**src/rtl/aoats_pkg.sv**
```systemverilog
`default_nettype none

package aoats_pkg;

  localparam int AoaW  = 11;
  localparam int FreqW = 11;
  localparam int RateW = 9;
  localparam int VolW  = 8;

  // Ramp tables are indexed by the offset into a band, which never exceeds 45.
  localparam int RampIdxW  = 6;
  localparam int RampDepth = 1 << RampIdxW;

  localparam logic [FreqW-1:0] FreqLow  = FreqW'(400);
  localparam logic [FreqW-1:0] FreqMid  = FreqW'(900);
  localparam logic [FreqW-1:0] FreqHigh = FreqW'(1600);

  localparam logic [VolW-1:0]  VolumeFloor = VolW'(77);
  localparam logic [RateW-1:0] FixedRate   = RateW'(320);
  localparam int               RateBase    = 24;

  // Band limits in tenths of a degree.
  localparam logic signed [AoaW-1:0] LndLowLo  = 11'sd150;
  localparam logic signed [AoaW-1:0] LndLowHi  = 11'sd187;
  localparam logic signed [AoaW-1:0] LndMidLo  = 11'sd181;
  localparam logic signed [AoaW-1:0] LndMidHi  = 11'sd203;
  localparam logic signed [AoaW-1:0] LndHighLo = 11'sd197;
  localparam logic signed [AoaW-1:0] LndHighHi = 11'sd223;
  localparam logic signed [AoaW-1:0] FltLowLo  = 11'sd210;
  localparam logic signed [AoaW-1:0] FltLowHi  = 11'sd235;
  localparam logic signed [AoaW-1:0] FltMidLo  = 11'sd230;
  localparam logic signed [AoaW-1:0] FltMidHi  = 11'sd250;
  localparam logic signed [AoaW-1:0] FltHighLo = 11'sd245;
  localparam logic signed [AoaW-1:0] FltHighHi = 11'sd290;
  localparam logic signed [AoaW-1:0] FltStall  = 11'sd250;

  // Ramp slopes: rate rises by Num/10 Hz across a band that spans Den/10
  // tenths of a degree.
  localparam int LndLowNum  = 67;
  localparam int LndLowDen  = 370;
  localparam int LndHighNum = 47;
  localparam int LndHighDen = 260;
  localparam int FltLowNum  = 45;
  localparam int FltLowDen  = 250;
  localparam int FltHighNum = 81;
  localparam int FltHighDen = 450;

  typedef enum logic [1:0] {
    RAMP_LND_LOW,
    RAMP_LND_HIGH,
    RAMP_FLT_LOW,
    RAMP_FLT_HIGH
  } ramp_sel_t;

  typedef logic [RateW-1:0] ramp_tab_t [0:RampDepth-1];

  typedef struct packed {
    logic             active;
    logic [FreqW-1:0] frequency_hz;
    logic             pulsed;
    logic [RateW-1:0] pulse_rate;
  } tone_t;

  typedef struct packed {
    logic             tone_present;
    logic [FreqW-1:0] frequency_hz;
    logic             pulsed;
    logic [RateW-1:0] pulse_rate;
    logic [VolW-1:0]  tone_volume;
  } result_t;

  // Floored ramp, 1/16 Hz units, evaluated when the table is elaborated.
  function automatic ramp_tab_t ramp_table(input ramp_sel_t sel);
    ramp_tab_t t;
    for (int i = 0; i < RampDepth; i++) begin
      case (sel)
        RAMP_LND_LOW:  t[i] = RateW'(RateBase + (i * LndLowNum * 16) / LndLowDen);
        RAMP_LND_HIGH: t[i] = RateW'(RateBase + (i * LndHighNum * 16) / LndHighDen);
        RAMP_FLT_LOW:  t[i] = RateW'(RateBase + (i * FltLowNum * 16) / FltLowDen);
        RAMP_FLT_HIGH: t[i] = RateW'(RateBase + (i * FltHighNum * 16) / FltHighDen);
        default:       t[i] = '0;
      endcase
    end
    return t;
  endfunction

endpackage

`default_nettype wire

```
**src/rtl/aoa_aural_tone_selector.sv**
```systemverilog
`default_nettype none
// A request is registered in the input stage on acceptance; its first result is then
// registered in the output register, and a second result, if any, follows when it is free.
// Throughput: one result per cycle while m_axis_tready is high, so one request per cycle
// when it yields a single result, while a request with two tones holds the input stage for both.
// Reset: rst is synchronous and active high and empties the input and result stages.

module aoa_aural_tone_selector (
  input  wire logic        clk,
  input  wire logic        rst,
  input  wire logic        s_axis_tvalid,
  output logic             s_axis_tready,
  // tdata, lowest bit first: aoa_tenths[10:0], aoa_valid, secondary_power,
  // slats flag, gear flag, knob_volume[7:0], one zero pad bit.
  input  wire logic [23:0] s_axis_tdata,
  output logic             m_axis_tvalid,
  input  wire logic        m_axis_tready,
  // tdata, lowest bit first: frequency_hz[10:0], pulsed, pulse_rate[8:0],
  // tone_volume[7:0], three zero pad bits.
  output logic [31:0]      m_axis_tdata,
  // tuser: tone_present.
  output logic             m_axis_tuser,
  output logic             m_axis_tlast
);

  import aoats_pkg::*;

  localparam ramp_tab_t RampLndLow  = ramp_table(RAMP_LND_LOW);
  localparam ramp_tab_t RampLndHigh = ramp_table(RAMP_LND_HIGH);
  localparam ramp_tab_t RampFltLow  = ramp_table(RAMP_FLT_LOW);
  localparam ramp_tab_t RampFltHigh = ramp_table(RAMP_FLT_HIGH);

  // Input stage. A request stays here until its last result moves to the
  // output register; phase tells whether the second result is due next.
  logic                   in_full;
  logic                   phase;
  logic signed [AoaW-1:0] aoa;
  logic                   aoa_ok;
  logic                   power;
  logic                   slats;
  logic                   gear;
  logic [VolW-1:0]        knob;

  // Output stage.
  logic    out_valid;
  result_t out_res;
  logic    out_last;

  logic    out_free;
  logic    load;
  logic    consume;
  logic    last_of_item;
  logic    landing;
  logic    enabled;
  logic    stall;
  tone_t   tone_low;
  tone_t   tone_mid;
  tone_t   tone_band;
  tone_t   tone_top;
  tone_t   first_tone;
  tone_t   second_tone;
  logic    two;
  logic [VolW-1:0] vol;
  result_t first_res;
  result_t second_res;

  logic signed [AoaW-1:0] low_lo, low_hi, mid_lo, mid_hi, high_lo, high_hi;
  logic signed [AoaW-1:0] low_off, high_off;
  logic [RateW-1:0]       low_rate, high_rate;

  // Band selection for the landing or flight profile.
  always_comb begin
    landing = slats | gear;
    enabled = aoa_ok & power;
    if (landing) begin
      low_lo  = LndLowLo;  low_hi  = LndLowHi;
      mid_lo  = LndMidLo;  mid_hi  = LndMidHi;
      high_lo = LndHighLo; high_hi = LndHighHi;
    end else begin
      low_lo  = FltLowLo;  low_hi  = FltLowHi;
      mid_lo  = FltMidLo;  mid_hi  = FltMidHi;
      high_lo = FltHighLo; high_hi = FltHighHi;
    end
    low_off  = aoa - low_lo;
    high_off = aoa - high_lo;
    // The offsets give a valid ramp-table index only when the angle is inside the band.
    if (landing) begin
      low_rate  = RampLndLow[low_off[RampIdxW-1:0]];
      high_rate = RampLndHigh[high_off[RampIdxW-1:0]];
    end else begin
      low_rate  = RampFltLow[low_off[RampIdxW-1:0]];
      high_rate = RampFltHigh[high_off[RampIdxW-1:0]];
    end

    tone_low  = '{active: enabled && aoa >= low_lo && aoa <= low_hi,
                  frequency_hz: FreqLow, pulsed: 1'b1, pulse_rate: low_rate};
    tone_mid  = '{active: enabled && aoa >= mid_lo && aoa <= mid_hi,
                  frequency_hz: FreqMid, pulsed: 1'b0, pulse_rate: '0};
    tone_band = '{active: enabled && aoa >= high_lo && aoa <= high_hi,
                  frequency_hz: FreqHigh, pulsed: 1'b1, pulse_rate: high_rate};
    tone_top  = '{active: enabled && aoa > high_hi,
                  frequency_hz: FreqHigh, pulsed: 1'b1, pulse_rate: FixedRate};

    // Bands overlap only with their neighbor, so at most two tones are active
    // and the second one always follows the first in frequency order.
    first_tone  = '0;
    second_tone = '0;
    two         = 1'b0;
    if (tone_low.active) begin
      first_tone = tone_low;
      if (tone_mid.active) begin
        second_tone = tone_mid;
        two         = 1'b1;
      end
    end else if (tone_mid.active) begin
      first_tone = tone_mid;
      if (tone_band.active) begin
        second_tone = tone_band;
        two         = 1'b1;
      end
    end else if (tone_band.active) begin
      first_tone = tone_band;
    end else if (tone_top.active) begin
      first_tone = tone_top;
    end

    // The stall floor lifts a low knob setting in the flight profile at or above the stall angle.
    stall = !landing && aoa >= FltStall;
    vol   = (stall && knob < VolumeFloor) ? VolumeFloor : knob;

    // A request with no active tone gives one all-zero result.
    first_res  = '{tone_present: first_tone.active,
                   frequency_hz: first_tone.frequency_hz,
                   pulsed:       first_tone.pulsed,
                   pulse_rate:   first_tone.pulse_rate,
                   tone_volume:  first_tone.active ? vol : '0};
    second_res = '{tone_present: 1'b1,
                   frequency_hz: second_tone.frequency_hz,
                   pulsed:       second_tone.pulsed,
                   pulse_rate:   second_tone.pulse_rate,
                   tone_volume:  vol};
  end

  // Handshake between the stages. The output register takes a new result when
  // it is empty or its current result is being taken in the same cycle.
  always_comb begin
    out_free      = !out_valid || m_axis_tready;
    load          = in_full && out_free;
    last_of_item  = !two || phase;
    consume       = load && last_of_item;
    s_axis_tready = !in_full || consume;
  end

  always_ff @(posedge clk) begin
    if (rst) begin
      in_full   <= 1'b0;
      phase     <= 1'b0;
      out_valid <= 1'b0;
    end else begin
      if (s_axis_tvalid && s_axis_tready) begin
        in_full <= 1'b1;
      end else if (consume) begin
        in_full <= 1'b0;
      end
      if (load) begin
        phase <= !last_of_item;
      end
      if (load) begin
        out_valid <= 1'b1;
      end else if (m_axis_tready) begin
        out_valid <= 1'b0;
      end
    end
  end

  always_ff @(posedge clk) begin
    if (s_axis_tvalid && s_axis_tready) begin
      aoa    <= s_axis_tdata[10:0];
      aoa_ok <= s_axis_tdata[11];
      power  <= s_axis_tdata[12];
      slats  <= s_axis_tdata[13];
      gear   <= s_axis_tdata[14];
      knob   <= s_axis_tdata[22:15];
    end
    if (load) begin
      out_res  <= phase ? second_res : first_res;
      out_last <= last_of_item;
    end
  end

  assign m_axis_tvalid = out_valid;
  assign m_axis_tuser  = out_res.tone_present;
  assign m_axis_tlast  = out_last;
  assign m_axis_tdata  = {3'b000, out_res.tone_volume, out_res.pulse_rate,
                          out_res.pulsed, out_res.frequency_hz};

  // The second result of a request is only ever pending for a held request.
  a_phase_held: assert property (@(posedge clk) disable iff (rst)
    phase |-> in_full)
    else $error("second result pending without a held request");

  // A first result that is not the last one is followed by the second result.
  a_second_next: assert property (@(posedge clk) disable iff (rst)
    (load && !last_of_item) |=> (phase && in_full))
    else $error("second result of a request was dropped");

  // A no-tone result is always the only result of its request.
  a_silent_last: assert property (@(posedge clk) disable iff (rst)
    (m_axis_tvalid && !m_axis_tuser) |-> (m_axis_tlast && m_axis_tdata == '0))
    else $error("no-tone result is not a lone all-zero result");

  // A steady tone carries no pulse rate.
  a_steady_rate: assert property (@(posedge clk) disable iff (rst)
    (m_axis_tvalid && m_axis_tuser && !out_res.pulsed) |-> (out_res.pulse_rate == '0))
    else $error("steady tone with a nonzero pulse rate");

endmodule

`default_nettype wire
```
**config.mk**
```make
export PLATFORM = sky130hd
export DESIGN_NAME = aoa_aural_tone_selector
export DESIGN_NICKNAME = d
export VERILOG_FILES = /design/src/rtl/aoats_pkg.sv /design/src/rtl/aoa_aural_tone_selector.sv
export SDC_FILE = /design/constraint.sdc
export NUM_CORES = 1
export LEC_CHECK = 0
export BUFFER_PORTS_ARGS = -buffer_cell sky130_fd_sc_hd__buf_4
export CAP_MARGIN = 20
export CORE_MARGIN = 2
export CORE_UTILIZATION = 55
export CTS_BUF_LIST = sky130_fd_sc_hd__clkbuf_16
export CTS_CLUSTER_DIAMETER = 80
export CTS_CLUSTER_SIZE = 10
export DETAILED_ROUTE_END_ITERATION = 8
export PLACE_DENSITY = 0.76
export SLEW_MARGIN = 0
export SYNTH_ARGS = -nofsm -noshare
export SYNTH_HDL_FRONTEND = slang
export SYNTH_SLANG_ARGS = --single-unit
```
**constraint.sdc**
```tcl
create_clock -name clk -period 8.3 [get_ports clk]
set_input_delay 2.075 -clock clk [delete_from_list [all_inputs] [get_ports clk]]
set_output_delay 2.075 -clock clk [all_outputs]
set_load 0.05 [all_outputs]
```
==> out/metrics.cfg <==
[setup_path]
timing.rr.start = gear
crit_type = flop to output port
slowest_delay_ps = 580
regToRegSetupSlack_ps = 3370
end_kind = output port
reg2reg_to = aoa[6]
cp.depth = 10
crit_family = simple AND/OR/NAND/NOR gates
path_cells = nor2_8 -> inv_2 -> ha_1 -> nand3b_1 -> or4_1 -> a311o_1 -> and2_4 -> nand2b_4 -> a32oi_4 -> buf_4
crit_end = s_axis_tready
crit_slowest_cell = ha_1
required_ps = 6230
arrival_ps = 4300
worstSetupStartpointType = flop
critPathLaunch = gear
rr_worst_depth = 10
cp_max_fo = 27
critPathBufInv = 2

[synth]
yosysSeqAreaShare = 0.292
avgSynthCellArea_sq_um = 7.94
synth_cells = 647
yosys_warnings = 0
synth_area_sq_um = 5140
ys.flop_type = edfxtp_1
synth-seq-cells = 51
synth-edff-count = 48
ys_types = 76
synth_async_sr_flop_share = 0

[routing]
route.detailed.wl_per_inst_um = 18.8
dr.pass1.iters = 5
via_per_inst = 6.83
detail-route-antenna-nets = 0
wl_um = 14300
vias = 5199
drt_drc_violations_left = 0
drt_iter0_markers = 476

[cts]
post_cts.repair.setup_buffers = 0
clkSlewWorstSetupHoldPaths_ps = 70
insertion_delay_ps = 290
ctsHoldBuffers = 0
root_buffer = clkbuf_16
numCtsBuffers = 5
clockBufferDepth = 2
clkSinkCount = 51
cts_tree = yes
cts_resized = 0
cts.htree.levels = 2

[timing]
relSlewSlack = 0.285
period_needed_ps = 6370
setup_viol = 0
setup_tns_ps = 0
hold_viol = 0
fmax_mhz = 157
worst_pin_slew_ps = 1070
slew_violations = 0
finClkSkew_ps = 7.66
fin_crit_sh = 0.768
rsz0062_at_grt = false

[grt]
grt_pass1_wl_um = 23100
grt_overflow_total = 0
grt_max_degree = 44
grt.total_usage = 0.281
antenna_found_initial = 0
grt_pass1_vias = 4853

[layout]
drive_above_1_share = 0.149
multi_input_area_sq_um = 3230
final_net_count = 693
seq_area_sq_um = 1500
fin_util = 0.613
nFillCells = 795
area_delta_synth_final_pct = 9.15
n_antenna_cell = 0

[floorplanning]
die_w_um = 101
die-area_sq_um = 10100
rows = 35
die_h_um = 101
core-area_sq_um = 9150
ios = 64
initial_core_util = 0.562

[place]
numPortBuffers = 55
gp_congestion = 0.887
hpwl_um = 9380

[pwr]
swShare = 0.406
p_seq_frac = 0.338
power_frac_comb = 0.435
cell_internal_pwr_uw = 555
worst_ir_drop_vdd_uv = 112
leakage_uw = 0.00203
pwr-share-clk = 0.227
p_per_area_nw_per_um2 = 167
p_sw_uw = 379

[run]
drv_cap = 0

[min_path]
hp-class = flop to flop
min_from = m_axis_tvalid

[run_status]
status = completed

-- per-stage QoR --
| stage | instances | instance area (sq um) | total power, uW | hold WS [ps] | worst slack [ps] |
|---|---|---|---|---|---|
| finish | 761 | 5610 | 934 | 523 | 1930 |
| global route | 761 | 5610 | 987 | 555 | 1770 |
| CTS | 761 | 5610 | 929 | 524 | 1980 |
| detailed placement | 753 | 5460 | 716 | 511 | 2310 |
| global placement | 753 | 5460 | 707 | 497 | 2380 |
| floorplan | 653 | 5160 | 628 | 485 | 2810 |
-- worst min-delay path by stage --
stage                    endpoint  cells past startpoint
global placement    m_axis_tvalid                      2
finish              m_axis_tvalid                      2
CTS                 m_axis_tvalid                      2
detailed placement  m_axis_tvalid                      2
global route        m_axis_tvalid                      2
floorplan           m_axis_tvalid                      2
-- per-layer routing --
layer,GRT usage,part of all wire
met5,0,0
met4,0.141,0.030
met3,0.0402,0.10
met2,0.454,0.47
met1,0.367,0.40
-- power by group through the flow --
stage               registers (uW)  logic [uW]  clock network (uW)
floorplan                      348         280                   0
global placement               320         387                   0
detailed placement             321         395                   0
CTS                            315         397                 217
global route                   318         441                 228
finish                         316         407                 212
-- cell families after synthesis --
logic type | synth area share
buf+inv | 0.0850
compound gates | 0.319
flops | 0.292
other cells | 0.000730
xor+xnor | 0.0321
fa+ha+maj | 0.0389
mux | 0.0204
simple gates | 0.212
-- worst reg2reg max path, cell delays in order, from the launching register on --
cell      delay (ps)
edfxtp_1         570
nor2_8           460
inv_2            370
ha_1             580
nand3b_1         270
or4_1            500
a311o_1          440
and2_4           220
nand2b_4         170
a32oi_4          210
and2_1           780
-- cells in the final DEF (no fill, tap or decap), types with 10 or more instances in the layout --
| cell type | n |
|---|---|
| o21ai_0 | 33 |
| a31oi_1 | 15 |
| a211oi_1 | 14 |
| inv_1 | 19 |
| nor3_1 | 19 |
| ha_1 | 16 |
| xnor2_1 | 10 |
| edfxtp_1 | 48 |
| o22ai_1 | 12 |
| a2111oi_0 | 10 |
| a21oi_1 | 61 |
| o211ai_1 | 23 |
| nand2_1 | 63 |
| nand3_1 | 14 |
| buf_4 | 67 |
| nor2_1 | 54 |
-- cell type report --
| cell class | instances | area share |
|---|---|---|
| timing repair buffer | 67 | 0.0897 |
| sequential | 51 | 0.268 |
| tap | 111 | 0.0248 |
| clock buffer | 5 | 0.0223 |
| clock inverter | 3 | 0.00491 |
| inverter | 22 | 0.0147 |
| multi-input combinational | 502 | 0.576 |
-- state kept, by name, indices dropped and copies added (netlist names) --
name           flops
aoa               11
aoa_ok             1
gear               1
in_full            1
knob               8
m_axis_tdata      23
m_axis_tlast       1
m_axis_tuser       1
m_axis_tvalid      1
phase              1
power              1
slats              1
-- Yosys cell counts, drive strengths merged (5+ instances only) --
library cell	instances	area, sq um
nor3	20	105
a211oi	14	105
a21oi	61	305
o22ai	12	75.1
xor2	6	52.6
a31oi	15	93.8
xnor2	12	113
clkbuf	49	184
o21ai	38	205
o211ai	23	173
or3	6	37.5
o21a	7	52.6
buf	29	170
a2111oi	11	115
a21o	5	37.5
nor3b	6	50.1
mux2i	6	60.1
ha	16	200
o2111ai	6	52.6
nor2b	6	37.5
o31ai	8	60.1
nand2	63	236
nor2	55	223
nand3	15	80.1
edfxtp	48	1440
and3	5	31.3
nand2b	7	51.3
inv	22	82.6
nor4	7	58.8
Power figures use the tool's default switching activity.
